[src/hw/rtl/assert_macros.svh]
// Assertion helpers used by deas_datapath; compiled out for synthesis.
`ifndef ASSERT_MACROS_SVH
`define ASSERT_MACROS_SVH

`ifndef SYNTHESIS

// Check that a property holds on every clock edge outside reset.
`define ASSERT_PROP(lbl, clk, rstn, prop, msg) \
    lbl: assert property (@(posedge clk) disable iff (!rstn) (prop)) else $error(msg);

// Check that a condition never occurs outside reset.
`define ASSERT_NEVER(lbl, clk, rstn, cond, msg) \
    lbl: assert property (@(posedge clk) disable iff (!rstn) !(cond)) else $error(msg);

`else

`define ASSERT_PROP(lbl, clk, rstn, prop, msg)
`define ASSERT_NEVER(lbl, clk, rstn, cond, msg)

`endif

`endif

[src/hw/rtl/deas_pkg.sv]
package deas_pkg;

    // Ring capacity; a power of two so ring positions wrap by truncation.
    localparam int CAPACITY = 256;
    localparam int ADDR_W   = $clog2(CAPACITY);
    localparam int COUNT_W  = $clog2(CAPACITY + 1);

    localparam int OP_W  = 4;
    localparam int IDX_W = 8;
    localparam int VAL_W = 32;
    localparam int RES_W = 40;
    localparam int ST_W  = 2;

    localparam logic [OP_W-1:0] OP_PUSH_BACK  = 4'd0;
    localparam logic [OP_W-1:0] OP_PUSH_FRONT = 4'd1;
    localparam logic [OP_W-1:0] OP_POP_BACK   = 4'd2;
    localparam logic [OP_W-1:0] OP_POP_FRONT  = 4'd3;
    localparam logic [OP_W-1:0] OP_GET        = 4'd4;
    localparam logic [OP_W-1:0] OP_SET        = 4'd5;
    localparam logic [OP_W-1:0] OP_MIN        = 4'd6;
    localparam logic [OP_W-1:0] OP_MAX        = 4'd7;
    localparam logic [OP_W-1:0] OP_SUM        = 4'd8;
    localparam logic [OP_W-1:0] OP_MEAN       = 4'd9;

    localparam logic [ST_W-1:0] ST_OK    = 2'd0;
    localparam logic [ST_W-1:0] ST_EMPTY = 2'd1;
    localparam logic [ST_W-1:0] ST_FULL  = 2'd2;

    typedef struct packed {
        logic            load;
        logic            push_back;
        logic            push_front;
        logic            pop_back;
        logic            pop_front;
        logic            get;
        logic            set;
        logic            take_rd;
        logic            walk_start;
        logic            walk;
        logic            take_acc;
        logic            div_start;
        logic            take_div;
        logic            set_status;
        logic [ST_W-1:0] status;
        logic            emit;
    } deas_cmd_t;

    typedef struct packed {
        logic [OP_W-1:0] op;
        logic            full;
        logic            empty;
        logic            idx_over_cap;
        logic            idx_in_range;
        logic            walk_busy;
        logic            div_done;
        logic            out_free;
    } deas_stat_t;

endpackage

[src/hw/rtl/deas_ctrl.sv]
module deas_ctrl (
    input  logic                 clk,
    input  logic                 rst_n,
    input  logic                 in_valid,
    output logic                 in_ready,
    input  deas_pkg::deas_stat_t stat,
    output deas_pkg::deas_cmd_t  cmd
);

    typedef enum logic [2:0] {
        S_IDLE,
        S_EXEC,
        S_READ,
        S_WALK,
        S_WALK_END,
        S_DIV,
        S_DONE
    } state_t;

    state_t state_reg;
    state_t state_next;

    always_comb
    begin
        cmd        = '0;
        state_next = state_reg;
        unique case (state_reg)
            S_IDLE:
            begin
                if (in_valid)
                begin
                    cmd.load   = 1'b1;
                    state_next = S_EXEC;
                end
            end
            S_EXEC:
            begin
                state_next = S_DONE;
                unique case (stat.op)
                    deas_pkg::OP_PUSH_BACK, deas_pkg::OP_PUSH_FRONT:
                    begin
                        if (stat.full)
                        begin
                            cmd.set_status = 1'b1;
                            cmd.status     = deas_pkg::ST_FULL;
                        end
                        else
                        begin
                            cmd.push_back  = stat.op == deas_pkg::OP_PUSH_BACK;
                            cmd.push_front = stat.op == deas_pkg::OP_PUSH_FRONT;
                        end
                    end
                    deas_pkg::OP_POP_BACK, deas_pkg::OP_POP_FRONT:
                    begin
                        if (stat.empty)
                        begin
                            cmd.set_status = 1'b1;
                            cmd.status     = deas_pkg::ST_EMPTY;
                        end
                        else
                        begin
                            cmd.pop_back  = stat.op == deas_pkg::OP_POP_BACK;
                            cmd.pop_front = stat.op == deas_pkg::OP_POP_FRONT;
                            state_next    = S_READ;
                        end
                    end
                    deas_pkg::OP_GET:
                    begin
                        if (stat.idx_over_cap)
                        begin
                            cmd.set_status = 1'b1;
                            cmd.status     = deas_pkg::ST_FULL;
                        end
                        else if (stat.idx_in_range)
                        begin
                            cmd.get    = 1'b1;
                            state_next = S_READ;
                        end
                    end
                    deas_pkg::OP_SET:
                    begin
                        if (stat.idx_over_cap)
                        begin
                            cmd.set_status = 1'b1;
                            cmd.status     = deas_pkg::ST_FULL;
                        end
                        else
                        begin
                            cmd.set = 1'b1;
                        end
                    end
                    deas_pkg::OP_MIN, deas_pkg::OP_MAX, deas_pkg::OP_MEAN:
                    begin
                        if (stat.empty)
                        begin
                            cmd.set_status = 1'b1;
                            cmd.status     = deas_pkg::ST_EMPTY;
                        end
                        else
                        begin
                            cmd.walk_start = 1'b1;
                            state_next     = S_WALK;
                        end
                    end
                    deas_pkg::OP_SUM:
                    begin
                        cmd.walk_start = 1'b1;
                        state_next     = S_WALK;
                    end
                    default:
                    begin
                        state_next = S_DONE;
                    end
                endcase
            end
            S_READ:
            begin
                cmd.take_rd = 1'b1;
                state_next  = S_DONE;
            end
            S_WALK:
            begin
                if (stat.walk_busy)
                begin
                    cmd.walk = 1'b1;
                end
                else
                begin
                    state_next = S_WALK_END;
                end
            end
            S_WALK_END:
            begin
                if (stat.op == deas_pkg::OP_MEAN)
                begin
                    cmd.div_start = 1'b1;
                    state_next    = S_DIV;
                end
                else
                begin
                    cmd.take_acc = 1'b1;
                    state_next   = S_DONE;
                end
            end
            S_DIV:
            begin
                if (stat.div_done)
                begin
                    cmd.take_div = 1'b1;
                    state_next   = S_DONE;
                end
            end
            S_DONE:
            begin
                // hold until the output register is free
                if (stat.out_free)
                begin
                    cmd.emit   = 1'b1;
                    state_next = S_IDLE;
                end
            end
            default:
            begin
                state_next = S_IDLE;
            end
        endcase
    end

    always_ff @(posedge clk or negedge rst_n)
    begin
        if (!rst_n)
        begin
            state_reg <= S_IDLE;
        end
        else
        begin
            state_reg <= state_next;
        end
    end

    assign in_ready = state_reg == S_IDLE;

endmodule

[config.mk]
export PLATFORM = sky130hd
export DESIGN_NAME = deas_ctrl
export DESIGN_NICKNAME = d
export VERILOG_FILES = /design/src/hw/rtl/assert_macros.svh /design/src/hw/rtl/deas_pkg.sv /design/src/hw/rtl/deas_ctrl.sv
export SDC_FILE = /design/constraint.sdc
export NUM_CORES = 1
export LEC_CHECK = 0
export BUFFER_PORTS_ARGS = -buffer_cell sky130_fd_sc_hd__buf_2
export CAP_MARGIN = 30
export CORE_AREA = 2 2 39 41
export DETAILED_ROUTE_END_ITERATION = 10
export DIE_AREA = 0 0 41 43
export PLACE_DENSITY = 0.68
export SETUP_SLACK_MARGIN = 0.1
export SLEW_MARGIN = 20
export SYNTH_ARGS = -nofsm -noshare
export SYNTH_HDL_FRONTEND = slang
export SYNTH_SLANG_ARGS = --single-unit
[constraint.sdc]
create_clock -name clk -period 1.75 [get_ports clk]
set_input_delay 0.175 -clock clk [delete_from_list [all_inputs] [get_ports clk]]
set_output_delay 0.175 -clock clk [all_outputs]
set_load 0.01 [all_outputs]
* Yosys cells after proc, flatten, opt, wreduce, memory -nomap -nowiden
Cells that the tools add are included.
** Operators by class
- $add $sub $neg :: 0
- Multiply operators :: 0
- Div/mod/pow operators :: 0
- Order comparisons :: 0
- Equality and inequality tests :: 19
- Shift operators :: 0
- Muxes and demuxes :: 41
- Bitwise gates (word level) :: 0
- Reductions and logical operators :: 8
** Operators with widths (count)
- 3-bit two-way mux :: 12
- 3-bit one-hot mux with 7 select lines :: 1
- 1-bit two-way mux :: 18
- 4-bit by 3-bit == test with 1-bit output, second input constant :: 4
- 2-bit two-way mux :: 6
- 3-bit one-hot mux with 4 select lines :: 1
- 3-bit == test, second input constant :: 3
- 3-bit one-hot mux with 3 select lines :: 1
- 4-bit by 2-bit == test with 1-bit output, second input constant :: 2
- 4-bit == test, second input constant :: 2
- 2-bit != test, second input constant :: 4
- 3-bit by 2-bit == test with 1-bit output, second input constant :: 2
- 6-bit two-way mux :: 1
- 2-bit OR reduction :: 3
- 5-bit OR reduction :: 1
- 4-bit by 1-bit == test with 1-bit output, second input constant :: 1
- 4-bit zero test :: 1
- 4-bit AND reduction :: 1
- 3-bit by 1-bit == test with 1-bit output, second input constant :: 1
- 3-bit zero test :: 1
- 3-bit OR reduction :: 1
- 1-bit one-hot mux with 2 select lines :: 1
** Storage, ports and cells
- Flip-flop bits (word level) :: 3
- Bits in latches :: 0
- Bits in writable memories :: 0
- Memory bits (read-only) :: 0
- Input port bits :: 14
- Output and inout bits :: 18
- Logic and storage cells :: 69
- Memories kept :: 0

* Depth between registers and ports, before layout
- Word-level depth :: 4
- Depth in mapped cells :: 5
- Mapped depth without buffers :: 4

* Least setup slack after synthesis
No wires, ideal clock.
- Path kind :: register -> output
- Start point :: register state_reg[2]
- End point :: output port cmd[15] (netlist name)
- Arrival time :: 1313 ps
- Data required time :: 1575 ps
- Path slack :: 262 ps
- Stages on the path, launching flop included :: 5
- Path buffers :: 0
- Cell sequence :: dfrtp_1 > nor2_1 > nand2_1 > or3_1 > nor4_1
** RTL lines
- start: declaration :: RTL line deas_ctrl.sv:20 : state_t state_reg;
- start signal: assignment :: RTL line deas_ctrl.sv:177 : state_reg <= state_next;
- end: declaration :: RTL line deas_ctrl.sv:7 : output deas_pkg::deas_cmd_t cmd

==> impl_metrics.env <==
export IMPL_status="finished, violations left"
export IMPL_violations="negative setup slack"
export IMPL_via_count=595
export IMPL_fp_row_count=14
export IMPL_setup_viol=1
export IMPL_drt_pass1_iterations=4
export IMPL_path_clk_slew_ns=0.04
export IMPL_htreeDepth=1
export IMPL_hold_viol_final=0
export IMPL_combPwrFrac_pct=67.8
export IMPL_fin_nets=113
export IMPL_path_class="reg -> out"
export IMPL_cts_tree="done"
export IMPL_postRouteAntennaNets=0
export IMPL_max_cap_violations=0
export IMPL_power_total_mw=0.7917
export IMPL_path_cells="nor2_2 -> nand2_2 -> or4_4 -> nor3b_2 -> buf_2"
export IMPL_n_antenna_cell=0
export IMPL_ys_seq_elements=3
export IMPL_crit_required_ns=1.57
export IMPL_powerDensity_mw_per_mm2=1136
export IMPL_cts_sinks=3
export IMPL_clock_path_buffers=2
export IMPL_p_leak_nw=0.3653
export IMPL_gr_total_overflow=0
export IMPL_cp_start_kind="register"
export IMPL_cp_arrival_ns=1.59
export IMPL_fill_cells=150
export IMPL_p_seq_share_pct=16.6
export IMPL_grt_pass1_wl_mm=2.001
export IMPL_p_switching_mw=0.3813
export IMPL_grt_max_degree=14
export IMPL_wl_mm=1.438
export IMPL_worst_r2r_path_depth=4
export IMPL_post_cts_buffers=0
export IMPL_crit_path_end_kind="output port"
export IMPL_final_util_pct=50.36
export IMPL_avgRoutedWirePerCell_um=12.61
export IMPL_syn_area_sq_um=450.4
export IMPL_crit_cells=5
export IMPL_first_iter_violations=9
export IMPL_design_core_area_sq_mm=0.001384
export IMPL_async_flop_share_pct=100.0
export IMPL_place_congestion=0.7420
export IMPL_drive_gt1_share_pct=50.00
export IMPL_r2r_start="state_reg[1]"
export IMPL_syn_num_nets=77
export IMPL_crit_buf_inv=1
export IMPL_drcViolationCount=0
export IMPL_syn2layout_area_growth_pct=54.72
export IMPL_hp_class="in -> async"
export IMPL_slew_headroom_pct=82.75
export IMPL_regArea_sq_um=75.07
export IMPL_start_util_pct=32.55
export IMPL_timing_final_ws_setup_ns=-0.01402
export IMPL_numCtsBuffers=3
export IMPL_synth_distinct_cells=31
export IMPL_place_hpwl_mm=1.030
export IMPL_fin_crit_ns=1.764
export IMPL_synth_edf_count=0
export IMPL_grtUsageTotal_pct=16.78
export IMPL_rsz0062_at_grt="true"
export IMPL_period_share_pct=100.8
export IMPL_yosys_most_used_dff="dfrtp_1"
export IMPL_largest_reg_flops=3
export IMPL_worstReg2RegEnd="state_reg[0]"
export IMPL_die_h_um=43
export IMPL_seq_area_frac_synth_pct=16.67
export IMPL_grt_pass1_vias=501
export IMPL_tightest_slew_ns=0.2572
export IMPL_syn_inst=63
export IMPL_timing_fmax_mhz=566.9
export IMPL_swShare_pct=48.16
export IMPL_fp_dieW_um=41
export IMPL_antenna_found_initial=0
export IMPL_cts_root_buf="clkbuf_4"
export IMPL_maxSlewViolCount=0
export IMPL_multi_input_area_sq_um=369.1
export IMPL_die_area_sq_mm=0.001763
export IMPL_portBuffers=31
export IMPL_worstSkewPairLatency_ns=0.24
export IMPL_critPathMaxStageDelay_ns=0.42
export IMPL_yosysWarningCount=0
export IMPL_crit_end="cmd[10]"
export IMPL_cp_max_fo=3
export IMPL_p_int_mw=0.4104
export IMPL_via_per_inst=5.219
export IMPL_cpLargestDelayFamily="simple AND/OR/NAND/NOR gates"
export IMPL_synth_area_per_cell_sq_um=7.150
export IMPL_peakVddDrop_uv=844.0
export IMPL_critPathSlowestCell="or4_4"
export IMPL_rrSetupSlack_ns=0.51
export IMPL_critical_path_startpoint="state_reg[2]"
export IMPL_io_pins=32
export IMPL_clock_skew_ns=0.004446
export IMPL_power_share_clock_pct=15.6
[power groups by stage]
stage | logic, mW | clock network (mW) | registers, mW
floorplan | 0.323 | 0 | 0.125
global placement | 0.475 | 0 | 0.124
detailed placement | 0.480 | 0 | 0.125
CTS | 0.499 | 0.127 | 0.124
global route | 0.592 | 0.133 | 0.136
finish | 0.536 | 0.124 | 0.131
[synthesized netlist by cell type (all sizes together), types with 2 or more instances]
master   n  area share (%)
a211oi   3             5.0
a21oi    2             2.2
buf      3             3.3
dfrtp    3              17
inv      4             3.3
nand2    5             4.2
nand2b   2             2.8
nor2    12              10
nor3     3             3.3
nor3b    2             5.6
o21ai    4             4.4
o21bai   2             3.3
[worst register-to-register path, stage by stage (launching register included)]
cell and delay [ns]:
dfrtp_1 0.37, buf_4 0.19, o21bai_1 0.18, a221oi_2 0.26, o31a_1 0.18
[per-layer routing]
metal	global-route usage (%)	vias up	share of wire (%)
met5	0	-	0
met4	8.000	0	0.70
met3	3.141	2	8.9
met2	29.06	33	47
met1	18.06	257	43
li1	-	303	-
[worst min-delay path by stage]
stage / startpoint / to / slack, ns
finish: rst_n / state_reg[2] / 0.26
global route: rst_n / state_reg[2] / 0.30
CTS: rst_n / state_reg[2] / 0.26
detailed placement: rst_n / state_reg[0] / -0.03
global placement: rst_n / state_reg[0] / -0.03
floorplan: rst_n / state_reg[0] / -0.12
[per-stage QoR]
stage               hold slack, ns  TNS (ns)  std cells  area, sq um  setup slack, ns
global placement          -0.02861         0        109        629.4           0.3039
finish                      0.2596  -0.01402        114        696.9         -0.01402
detailed placement        -0.02529         0        109        629.4           0.2197
global route                0.2956   -0.2352        114        696.9          -0.1166
CTS                         0.2606  -0.04196        114        670.6         -0.04196
floorplan                  -0.1206         0         63        450.4           0.2619
[cells in the final DEF (no fill, tap or decap), drive strengths merged, types with 2 or more instances in the layout]
cell,netlist,final
nand2,5,5
a21oi,2,2
buf,3,34
nor3,3,3
clkbuf,1,4
o21bai,2,2
nand2b,2,2
nor3b,2,2
inv,4,4
o21ai,4,4
nor2,12,12
a211oi,3,3
dfrtp,3,3
[repair_timing]
action                     CTS  global route
cloned                       0             0
resized for setup            1             6
hold buffers                 1             0
hold endpoints to repair     3             0
pin swaps                    0             4
setup endpoints to repair    6             9
[area by class of cell]
| cell class | instances | share of cell area, % |
|---|---|---|
| Sequential cell | 3 | 10.77 |
| Timing Repair Buffer | 35 | 27.47 |
| Tap cell | 16 | 2.873 |
| Inverter | 4 | 2.154 |
| Clock buffer | 4 | 3.770 |
| Multi-Input combinational cell | 52 | 52.96 |
[logic make-up after synthesis]
logic type	after synthesis	synth area share [%]
simple gates	35	46.67
compound gates	15	24.44
buf+inv	8	7.497
flops	3	16.67
mux	2	4.722
Power figures use the tool's default switching activity.
